===== src/rtl/cvw_pkg.sv =====
// ----------------------------------------------------------------------------
// cvw_pkg
// Shared types, constants and tables for the certificate validity window check.
// ----------------------------------------------------------------------------
package cvw_pkg;

    // pipeline depth: five lane stages plus the merging output stage
    localparam int NUM_STAGES = 6;
    localparam int SECS_W     = 64;

    // result codes
    typedef enum logic [2:0] {
        STATUS_OK        = 3'd0,
        STATUS_BAD_START = 3'd1,
        STATUS_BAD_END   = 3'd2,
        STATUS_NOT_YET   = 3'd3,
        STATUS_EXPIRED   = 3'd4
    } status_t;

    // per-stage load enables from the pipeline control
    typedef struct packed {
        logic [NUM_STAGES-1:0] load;
    } pipe_ctrl_t;

    // days before the first of each month in a common year
    function automatic logic [8:0] month_start(input logic [3:0] month);
        logic [8:0] res;
        begin
            case (month)
                4'd1:    res = 9'd0;
                4'd2:    res = 9'd31;
                4'd3:    res = 9'd59;
                4'd4:    res = 9'd90;
                4'd5:    res = 9'd120;
                4'd6:    res = 9'd151;
                4'd7:    res = 9'd181;
                4'd8:    res = 9'd212;
                4'd9:    res = 9'd243;
                4'd10:   res = 9'd273;
                4'd11:   res = 9'd304;
                4'd12:   res = 9'd334;
                default: res = 9'd0;
            endcase
            return res;
        end
    endfunction

    // ascii digit test
    function automatic logic is_digit(input logic [7:0] c);
        return (c >= 8'h30) && (c <= 8'h39);
    endfunction

    // two decimal digits to binary
    function automatic logic [6:0] pair(input logic [3:0] hi, input logic [3:0] lo);
        return ({3'd0, hi} * 7'd10) + {3'd0, lo};
    endfunction

endpackage


===== src/rtl/cvw_lane.sv =====
// ----------------------------------------------------------------------------
// cvw_lane
// Converts one packed ASCII certificate time to Unix seconds over five stages.
// ----------------------------------------------------------------------------
module cvw_lane
    import cvw_pkg::*;
(
    input  logic              clk,
    input  pipe_ctrl_t        ctrl,
    input  logic [63:0]       head,
    input  logic [55:0]       tail,
    input  logic [4:0]        len,
    output logic              good,
    output logic [SECS_W-1:0] secs
);

    // reciprocal of 100 scaled by 2^19, exact for the year range used here
    localparam logic [12:0] RECIP_100 = 13'd5243;
    localparam int          RECIP_SH  = 19;
    // leap days counted up to year 1969 shifted by 400 years
    localparam logic signed [23:0] LEAPS_EPOCH = 24'sd574;
    localparam logic signed [17:0] DAY_SECS    = 18'sd86400;

    // split characters and test digits
    logic [7:0]  chars [15];
    logic [14:0] dig_ok;
    logic [3:0]  dv [15];
    logic        fmt13;
    logic        fmt15;

    always_comb
    begin
        for (int k = 0; k < 8; k++)
        begin
            chars[k] = head[63-8*k -: 8];
        end
        for (int k = 0; k < 7; k++)
        begin
            chars[k+8] = tail[55-8*k -: 8];
        end
        for (int k = 0; k < 15; k++)
        begin
            dig_ok[k] = is_digit(chars[k]);
            dv[k]     = chars[k][3:0];
        end
    end

    assign fmt13 = (len == 5'd13);
    assign fmt15 = (len == 5'd15);

    // stage 1: field decode
    logic [6:0]  yy;
    logic [13:0] year13;
    logic [13:0] year15;
    logic [6:0]  month_raw;
    logic        fmt_ok;
    logic        month_ok;

    logic        good1_reg;
    logic [13:0] year1_reg;
    logic [3:0]  month1_reg;
    logic [6:0]  day1_reg;
    logic [6:0]  hour1_reg;
    logic [6:0]  min1_reg;
    logic [6:0]  sec1_reg;

    always_comb
    begin
        yy        = pair(dv[0], dv[1]);
        year13    = {7'd0, yy} + ((yy >= 7'd50) ? 14'd1900 : 14'd2000);
        year15    = ({10'd0, dv[0]} * 14'd1000) + ({10'd0, dv[1]} * 14'd100)
                  + ({10'd0, dv[2]} * 14'd10) + {10'd0, dv[3]};
        month_raw = fmt15 ? pair(dv[4], dv[5]) : pair(dv[2], dv[3]);
        fmt_ok    = (fmt13 && (&dig_ok[11:0])) || (fmt15 && (&dig_ok[13:0]));
        month_ok  = (month_raw >= 7'd1) && (month_raw <= 7'd12);
    end

    always_ff @(posedge clk)
    begin
        if (ctrl.load[0])
        begin
            good1_reg  <= fmt_ok && month_ok;
            year1_reg  <= fmt15 ? year15 : year13;
            month1_reg <= month_raw[3:0];
            day1_reg   <= fmt15 ? pair(dv[6], dv[7])   : pair(dv[4], dv[5]);
            hour1_reg  <= fmt15 ? pair(dv[8], dv[9])   : pair(dv[6], dv[7]);
            min1_reg   <= fmt15 ? pair(dv[10], dv[11]) : pair(dv[8], dv[9]);
            sec1_reg   <= fmt15 ? pair(dv[12], dv[13]) : pair(dv[10], dv[11]);
        end
    end

    // stage 2: century quotients for the leap count
    logic [13:0] n_shift;
    logic [26:0] n_prod;
    logic [24:0] n4_prod;
    logic [26:0] y_prod;

    logic        good2_reg;
    logic [13:0] year2_reg;
    logic [3:0]  month2_reg;
    logic [6:0]  day2_reg;
    logic [6:0]  hour2_reg;
    logic [6:0]  min2_reg;
    logic [6:0]  sec2_reg;
    logic [11:0] q4n2_reg;
    logic [6:0]  q100n2_reg;
    logic [4:0]  q400n2_reg;
    logic [6:0]  q100y2_reg;

    always_comb
    begin
        n_shift = year1_reg + 14'd399;
        n_prod  = {13'd0, n_shift} * {14'd0, RECIP_100};
        n4_prod = {13'd0, n_shift[13:2]} * {12'd0, RECIP_100};
        y_prod  = {13'd0, year1_reg} * {14'd0, RECIP_100};
    end

    always_ff @(posedge clk)
    begin
        if (ctrl.load[1])
        begin
            good2_reg  <= good1_reg;
            year2_reg  <= year1_reg;
            month2_reg <= month1_reg;
            day2_reg   <= day1_reg;
            hour2_reg  <= hour1_reg;
            min2_reg   <= min1_reg;
            sec2_reg   <= sec1_reg;
            q4n2_reg   <= n_shift[13:2];
            q100n2_reg <= n_prod[RECIP_SH+6:RECIP_SH];
            q400n2_reg <= n4_prod[RECIP_SH+4:RECIP_SH];
            q100y2_reg <= y_prod[RECIP_SH+6:RECIP_SH];
        end
    end

    // stage 3: day count since the epoch
    logic               div100;
    logic               leap;
    logic signed [14:0] yoff;
    logic signed [23:0] yoff_ext;
    logic signed [23:0] days_next;

    logic               good3_reg;
    logic signed [23:0] days3_reg;
    logic [6:0]         hour3_reg;
    logic [6:0]         min3_reg;
    logic [6:0]         sec3_reg;

    always_comb
    begin
        div100    = (year2_reg == ({7'd0, q100y2_reg} * 14'd100));
        leap      = (year2_reg[1:0] == 2'd0) && (!div100 || (q100y2_reg[1:0] == 2'd0));
        yoff      = signed'({1'b0, year2_reg}) - 15'sd1970;
        yoff_ext  = {{9{yoff[14]}}, yoff};
        days_next = (yoff_ext * 24'sd365)
                  + signed'({12'd0, q4n2_reg})
                  - signed'({17'd0, q100n2_reg})
                  + signed'({19'd0, q400n2_reg})
                  - LEAPS_EPOCH
                  + signed'({15'd0, month_start(month2_reg)})
                  + (((month2_reg > 4'd2) && leap) ? 24'sd1 : 24'sd0)
                  + signed'({17'd0, day2_reg})
                  - 24'sd1;
    end

    always_ff @(posedge clk)
    begin
        if (ctrl.load[2])
        begin
            good3_reg <= good2_reg;
            days3_reg <= days_next;
            hour3_reg <= hour2_reg;
            min3_reg  <= min2_reg;
            sec3_reg  <= sec2_reg;
        end
    end

    // stage 4: days to seconds, time of day
    logic               good4_reg;
    logic signed [41:0] prod4_reg;
    logic [18:0]        hms4_reg;

    always_ff @(posedge clk)
    begin
        if (ctrl.load[3])
        begin
            good4_reg <= good3_reg;
            prod4_reg <= 42'(days3_reg) * 42'(DAY_SECS);
            hms4_reg  <= ({12'd0, hour3_reg} * 19'd3600) + ({12'd0, min3_reg} * 19'd60)
                       + {12'd0, sec3_reg};
        end
    end

    // stage 5: final sum, wrapped to 64 bits
    logic              good5_reg;
    logic [SECS_W-1:0] secs5_reg;

    always_ff @(posedge clk)
    begin
        if (ctrl.load[4])
        begin
            good5_reg <= good4_reg;
            secs5_reg <= {{(SECS_W-42){prod4_reg[41]}}, prod4_reg}
                       + {{(SECS_W-19){1'b0}}, hms4_reg};
        end
    end

    assign good = good5_reg;
    assign secs = secs5_reg;

endmodule


===== src/rtl/cvw_merge.sv =====
// ----------------------------------------------------------------------------
// cvw_merge
// Aligns the current time with the lanes and forms the registered result.
// ----------------------------------------------------------------------------
module cvw_merge
    import cvw_pkg::*;
(
    input  logic              clk,
    input  pipe_ctrl_t        ctrl,
    input  logic [SECS_W-1:0] now_time,
    input  logic              start_good,
    input  logic [SECS_W-1:0] start_secs,
    input  logic              end_good,
    input  logic [SECS_W-1:0] end_secs,
    output status_t           status,
    output logic [SECS_W-1:0] start_seconds,
    output logic [SECS_W-1:0] end_seconds
);

    localparam int LANE_STAGES = NUM_STAGES - 1;

    // current time delay line matching the lane depth
    logic [SECS_W-1:0] now_reg [LANE_STAGES];

    always_ff @(posedge clk)
    begin
        if (ctrl.load[0])
        begin
            now_reg[0] <= now_time;
        end
        for (int k = 1; k < LANE_STAGES; k++)
        begin
            if (ctrl.load[k])
            begin
                now_reg[k] <= now_reg[k-1];
            end
        end
    end

    // window decision
    logic [SECS_W-1:0] now_last;
    status_t           status_next;
    logic [SECS_W-1:0] start_next;
    logic [SECS_W-1:0] end_next;

    assign now_last = now_reg[LANE_STAGES-1];

    always_comb
    begin
        status_next = STATUS_OK;
        start_next  = '0;
        end_next    = '0;
        if (now_last == '0)
        begin
            status_next = STATUS_OK;
        end
        else if (!start_good)
        begin
            status_next = STATUS_BAD_START;
        end
        else if (!end_good)
        begin
            status_next = STATUS_BAD_END;
            start_next  = start_secs;
        end
        else
        begin
            start_next = start_secs;
            end_next   = end_secs;
            if (now_last < start_secs)
            begin
                status_next = STATUS_NOT_YET;
            end
            else if (now_last > end_secs)
            begin
                status_next = STATUS_EXPIRED;
            end
            else
            begin
                status_next = STATUS_OK;
            end
        end
    end

    // output register
    status_t           status_reg;
    logic [SECS_W-1:0] start_reg;
    logic [SECS_W-1:0] end_reg;

    always_ff @(posedge clk)
    begin
        if (ctrl.load[NUM_STAGES-1])
        begin
            status_reg <= status_next;
            start_reg  <= start_next;
            end_reg    <= end_next;
        end
    end

    assign status        = status_reg;
    assign start_seconds = start_reg;
    assign end_seconds   = end_reg;

endmodule


===== src/rtl/certificate_validity_window_check_unit.sv =====
// Five lane stages and one output stage lie between item accept and result valid.
// Throughput: one item per cycle; each stage advances when it is empty or the next one moves,
// so a held result at the output does not stop items filling the empty stages behind it.
// Reset clears only the stage valid bits; the block is ready in the first cycle after reset.
// ----------------------------------------------------------------------------
// certificate_validity_window_check_unit
// Converts not-before and not-after time strings in two parallel lanes and
// checks the current Unix time against the resulting window.
// ----------------------------------------------------------------------------
module certificate_validity_window_check_unit
    import cvw_pkg::*;
(
    input  logic        clk,
    input  logic        rst_n,
    input  logic        in_valid,
    output logic        in_ready,
    input  logic [63:0] now_time,
    input  logic [63:0] before_head,
    input  logic [55:0] before_tail,
    input  logic [4:0]  before_len,
    input  logic [63:0] after_head,
    input  logic [55:0] after_tail,
    input  logic [4:0]  after_len,
    output logic        out_valid,
    input  logic        out_ready,
    output logic [2:0]  status,
    output logic [63:0] start_seconds,
    output logic [63:0] end_seconds
);

    // stage valid bits and per-stage advance
    logic [NUM_STAGES-1:0] valid_reg;
    logic [NUM_STAGES-1:0] valid_next;
    logic [NUM_STAGES:0]   adv;
    pipe_ctrl_t            ctrl;

    always_comb
    begin
        adv[NUM_STAGES] = out_ready;
        for (int k = NUM_STAGES - 1; k >= 0; k--)
        begin
            adv[k] = !valid_reg[k] || adv[k+1];
        end
        valid_next[0] = adv[0] ? in_valid : valid_reg[0];
        for (int k = 1; k < NUM_STAGES; k++)
        begin
            valid_next[k] = adv[k] ? valid_reg[k-1] : valid_reg[k];
        end
    end

    always_ff @(posedge clk or negedge rst_n)
    begin
        if (!rst_n)
        begin
            valid_reg <= '0;
        end
        else
        begin
            valid_reg <= valid_next;
        end
    end

    assign ctrl.load = adv[NUM_STAGES-1:0];
    assign in_ready  = adv[0];
    assign out_valid = valid_reg[NUM_STAGES-1];

    // not-before lane
    logic              start_good;
    logic [SECS_W-1:0] start_secs;

    cvw_lane u_lane_start
    (
        .clk  (clk),
        .ctrl (ctrl),
        .head (before_head),
        .tail (before_tail),
        .len  (before_len),
        .good (start_good),
        .secs (start_secs)
    );

    // not-after lane
    logic              end_good;
    logic [SECS_W-1:0] end_secs;

    cvw_lane u_lane_end
    (
        .clk  (clk),
        .ctrl (ctrl),
        .head (after_head),
        .tail (after_tail),
        .len  (after_len),
        .good (end_good),
        .secs (end_secs)
    );

    // window check and output register
    status_t status_q;

    cvw_merge u_merge
    (
        .clk           (clk),
        .ctrl          (ctrl),
        .now_time      (now_time),
        .start_good    (start_good),
        .start_secs    (start_secs),
        .end_good      (end_good),
        .end_secs      (end_secs),
        .status        (status_q),
        .start_seconds (start_seconds),
        .end_seconds   (end_seconds)
    );

    assign status = status_q;

    // an accepted item occupies the first stage on the next cycle
    assert property (@(posedge clk) disable iff (!rst_n)
        in_valid && in_ready |=> valid_reg[0])
        else $error("accepted item did not enter the first stage");

    // a malformed not-before reports no seconds at all
    assert property (@(posedge clk) disable iff (!rst_n)
        out_valid && (status == STATUS_BAD_START) |-> (start_seconds == '0) && (end_seconds == '0))
        else $error("bad not-before item carries seconds");

    // a malformed not-after reports no end seconds
    assert property (@(posedge clk) disable iff (!rst_n)
        out_valid && (status == STATUS_BAD_END) |-> (end_seconds == '0))
        else $error("bad not-after item carries end seconds");

    // a passing window is never inverted
    assert property (@(posedge clk) disable iff (!rst_n)
        out_valid && (status == STATUS_OK) |-> (start_seconds <= end_seconds))
        else $error("valid item with start after end");

endmodule


===== config.mk =====
export PLATFORM = sky130hd
export DESIGN_NAME = certificate_validity_window_check_unit
export DESIGN_NICKNAME = d
export VERILOG_FILES = /design/src/rtl/cvw_pkg.sv /design/src/rtl/cvw_lane.sv /design/src/rtl/cvw_merge.sv /design/src/rtl/certificate_validity_window_check_unit.sv
export SDC_FILE = /design/constraint.sdc
export NUM_CORES = 2
export LEC_CHECK = 0
export BUFFER_PORTS_ARGS = -buffer_cell sky130_fd_sc_hd__buf_4
export CAP_MARGIN = 20
export CORE_MARGIN = 2
export CORE_UTILIZATION = 30
export DETAILED_ROUTE_END_ITERATION = 8
export PLACE_DENSITY = 0.44
export SLEW_MARGIN = 20
export SYNTH_ARGS = -nofsm -noshare
export SYNTH_HDL_FRONTEND = slang
export SYNTH_HIERARCHICAL = 1
export SYNTH_SLANG_ARGS = --single-unit

===== constraint.sdc =====
create_clock -name clk -period 8.9 [get_ports clk]
set_clock_uncertainty 0.1 [all_clocks]
set_input_delay 1.78 -clock clk [delete_from_list [all_inputs] [get_ports clk]]
set_output_delay 1.78 -clock clk [all_outputs]
set_load 0.005 [all_outputs]

==> results.yml <==
grt:
  grt_antenna_before_repair: 6
  global_route_wire_length_before_repair_um: 332000
  globalRouteOverflowTotal: 0
  first_global_vias: 56900
  grt_usage: 0.144
  grt_max_degree: 109
detailed_routing:
  vias_per_cell: 4.44
  final_antenna_net_count: 0
  number_of_vias_after_detailed_routing: 54100
  drtPass1Iterations: 7
  drt_wl_total_um: 215000
  wire_per_inst_um: 17.6
  drc: 0
  drtIter0Drc: 2547
min_path:
  hold_path_depth: 0
  hold_path_class: "reg2reg"
  holdCritStartpoint: "u_merge/now_reg[0][36]"
finish:
  finish.cell_count_without_fillers: 12200
  multi_input_comb_area_um2: 50800
  largest_register_ffs: 320
  areaGrowthSynthToFinish_pct: 13.9
  layout-drive-gt1-share: 0.0890
  nets: 10800
  sequential_cell_area_um2: 30300
  number_of_filler_cells_placed_in_the_layout: 29200
clock_network:
  cts_resized: 0
  cts.hold.buffers_added: 0
  ctsHtreeMaxLevel: 3
  ctsLongestPathBuffers: 3
  clkLatencyLatePin_ns: 0.79
  cts-root-buf: "sky130_fd_sc_hd__clkbuf_16"
  clkTransAtPathRegs_ns: 0.07
  cts_tree: "yes"
  cts_inserted_buffers: 119
  cts_post_setup_buffers_inserted: 0
  cts_num_sinks: 1015
sta:
  finalHoldWorstSlack_ns: 0.303
  timing.final.ws_setup_ns: 0.819
  final-setup-viol-count: 0
  fin_crit_sh: 0.908
  final.min_clock_period_ns: 8.08
  finalHoldViolations: 0
  final_max_slew_viol_count: 0
  worst-slew-pin-transition_ns: 1.01
  worst_slew_margin_rel: 0.311
  max_freq_mhz: 124
  rsz0062_at_grt: "false"
  setup-tns-final_ns: 0
logic_synthesis:
  synth_enable_flop_cells: 991
  synth_area_leader_cell: "sky130_fd_sc_hd__edfxtp_1"
  syn-instance-count: 7656
  synthTopCellsByArea: "sky130_fd_sc_hd__edfxtp_1, sky130_fd_sc_hd__ha_1, sky130_fd_sc_hd__fa_1"
  synth-seq-cells: 1015
  synth_area_um2: 87700
  post_synth.cell_area_avg_um2: 11.5
  yosysSeqAreaShare: 0.345
  yosys_warnings: 6
  synth_top_area_share: 0.339
  synth.distinct_cells: 104
  asyncSetResetFlopFracSynth: 0.00591
  synth_fp_nets: 10300
  synth-main-ff-cell: "sky130_fd_sc_hd__edfxtp_1"
worst_setup_path:
  cp_class: "reg2reg"
  critical_path_peak_fanout: 4
  timing.critical_path.arrival_ns: 8.48
  critPathSlowestCell: "sky130_fd_sc_hd__fa_1"
  timing.critical_path.slowest_cell_delay_ns: 0.49
  timing.critical_path.to_type: "register"
  worstPathRequired_ns: 9.30
  rr_startpoint: "u_lane_start/q100y2_reg[1]"
  start_kind: "register"
  cpMostUsedCell: "sky130_fd_sc_hd__ha_1"
  worstRegToRegCells: 31
  worstSetupStartpoint: "u_lane_start/q100y2_reg[1]"
floorplan:
  floorplan.die_area_um2: 297000
  effective_utilization_at_floorplan: 0.302
  fp.coreArea_um2: 291000
  fp.dieW_um: 545
  num_rows: 198
  chip_height_um: 545
  ioPinCount: 451
placement:
  place_ws_ns: 0.727
  place.port_buffers: 434
  routabilityCongestion: 0.836
  number_of_placed_instances_taps_included: 11900
  place_hpwl_um: 177000
run:
  cap_viol_max_count: 0
run_status:
  outcome: "completed"
## synthesized netlist by cell type (8+ instances only)
cell / number
sky130_fd_sc_hd__or2_2: 9
sky130_fd_sc_hd__inv_1: 1653
sky130_fd_sc_hd__dfxtp_1: 18
sky130_fd_sc_hd__a2111oi_0: 10
sky130_fd_sc_hd__mux2i_1: 36
sky130_fd_sc_hd__clkbuf_1: 29
sky130_fd_sc_hd__o21ai_1: 25
sky130_fd_sc_hd__a21o_1: 133
sky130_fd_sc_hd__and3_1: 25
sky130_fd_sc_hd__a211oi_1: 30
sky130_fd_sc_hd__or3_1: 17
sky130_fd_sc_hd__a21oi_1: 295
sky130_fd_sc_hd__nor3b_1: 8
sky130_fd_sc_hd__o31a_1: 8
sky130_fd_sc_hd__o21bai_1: 33
sky130_fd_sc_hd__ha_1: 1505
sky130_fd_sc_hd__nor2_1: 312
sky130_fd_sc_hd__a41oi_1: 9
sky130_fd_sc_hd__nand3b_1: 11
sky130_fd_sc_hd__nand2_1: 339
sky130_fd_sc_hd__o21ai_0: 189
sky130_fd_sc_hd__fa_1: 782
sky130_fd_sc_hd__o21a_1: 28
sky130_fd_sc_hd__nor4_1: 33
sky130_fd_sc_hd__nor2b_1: 48
sky130_fd_sc_hd__and2_1: 12
sky130_fd_sc_hd__buf_4: 42
sky130_fd_sc_hd__buf_2: 17
sky130_fd_sc_hd__a31oi_1: 39
sky130_fd_sc_hd__nor3_1: 73
sky130_fd_sc_hd__o211ai_1: 27
sky130_fd_sc_hd__xor2_1: 155
sky130_fd_sc_hd__o31ai_1: 19
sky130_fd_sc_hd__edfxtp_1: 991
sky130_fd_sc_hd__nand2b_1: 43
sky130_fd_sc_hd__and4_1: 15
sky130_fd_sc_hd__nand3_1: 86
sky130_fd_sc_hd__xnor2_1: 289
sky130_fd_sc_hd__nand4_1: 74
## cell usage in the layout (no fill, tap or decap), types with 10 or more instances in the layout
cell	synthesis	routed
sky130_fd_sc_hd__nand3b_1	11	11
sky130_fd_sc_hd__xor2_1	155	154
sky130_fd_sc_hd__nand2_1	339	338
sky130_fd_sc_hd__and3_1	25	25
sky130_fd_sc_hd__clkinv_1	0	15
sky130_fd_sc_hd__nand2b_1	43	42
sky130_fd_sc_hd__nor2_1	312	312
sky130_fd_sc_hd__o31ai_1	19	19
sky130_fd_sc_hd__and2_1	12	12
sky130_fd_sc_hd__o211ai_1	27	27
sky130_fd_sc_hd__a21oi_1	295	295
sky130_fd_sc_hd__ha_1	1505	1505
sky130_fd_sc_hd__o21ai_1	25	25
sky130_fd_sc_hd__fa_1	782	782
sky130_fd_sc_hd__bufinv_16	0	17
sky130_fd_sc_hd__o21ai_0	189	189
sky130_fd_sc_hd__nor2b_1	48	48
sky130_fd_sc_hd__a2111oi_0	10	10
sky130_fd_sc_hd__edfxtp_1	991	991
sky130_fd_sc_hd__nor4_1	33	33
sky130_fd_sc_hd__clkbuf_1	29	19
sky130_fd_sc_hd__o21bai_1	33	33
sky130_fd_sc_hd__buf_4	42	482
sky130_fd_sc_hd__nand3_1	86	85
sky130_fd_sc_hd__clkinv_2	0	20
sky130_fd_sc_hd__a211oi_1	30	30
sky130_fd_sc_hd__or3_1	17	17
sky130_fd_sc_hd__a21o_1	133	133
sky130_fd_sc_hd__nand4_1	74	74
sky130_fd_sc_hd__and4_1	15	15
sky130_fd_sc_hd__nor3_1	73	73
sky130_fd_sc_hd__a31oi_1	39	39
sky130_fd_sc_hd__inv_1	1653	1652
sky130_fd_sc_hd__mux2i_1	36	36
sky130_fd_sc_hd__xnor2_1	289	285
sky130_fd_sc_hd__dfxtp_1	18	18
sky130_fd_sc_hd__o21a_1	28	28
sky130_fd_sc_hd__clkbuf_16	0	119
## final timing paths
| check | end | slack (ns) |
|---|---|---|
| setup reg to reg | u_lane_start/days3_reg[22] | 0.82 |
| hold reg to reg | u_merge/now_reg[0][100] | 0.30 |
| hold / removal | u_merge/now_reg[0][100] | 0.30 |
| min in group asynchronous | valid_reg[0] | 0.71 |
| setup / recovery | u_lane_start/days3_reg[22] | 0.82 |
| max in group asynchronous | valid_reg[3] | 7.88 |
## cell type report
cell class                 count  share of cell area
multi-input combinational   4893               0.508
tap                         3900              0.0488
sequential                  1015               0.303
timing repair buffer         484              0.0366
inverter                    1655              0.0623
antenna                        2           0.0000501
clock inverter                83              0.0106
clock buffer                 139              0.0307
## metrics by stage
stage / utilization / area, um^2
CTS: 0.343 / 99900
global placement: 0.329 / 95800
detailed placement: 0.329 / 95800
finish: 0.344 / 99900
floorplan: - / 87700
global route: 0.344 / 99900
## per-layer routing
layer / vias up / share of wire / global-route usage
li1: 26800 / - / -
met1: 26300 / 0.50 / 0.212
met2: 846 / 0.44 / 0.229
met3: 164 / 0.036 / 0.0148
met4: 2 / 0.017 / 0.0294
met5: - / 0.000061 / 0
## kinds of logic after synthesis
group,Yosys count,share of synthesized area
mux,40,0.00462
buf+inv,1748,0.0769
compound gates,970,0.0720
flops,1015,0.345
xor+xnor,445,0.0446
simple gates,1149,0.0633
fa+ha+maj,2289,0.393
## critical path: cells and delay by family, from the launching register on
kind	cells	cell delay, ns
buffers and inverters	5	0.41
and+or+nand+nor	3	0.47
adders and majority gates	12	3.89
DFF	1	0.45
AOI/OAI and AO/OA	10	2.30
xor gates and xnor gates	1	0.17
Power is not shown: default switching activity piles up to over one toggle a cycle in this logic, so the estimate is an artifact.
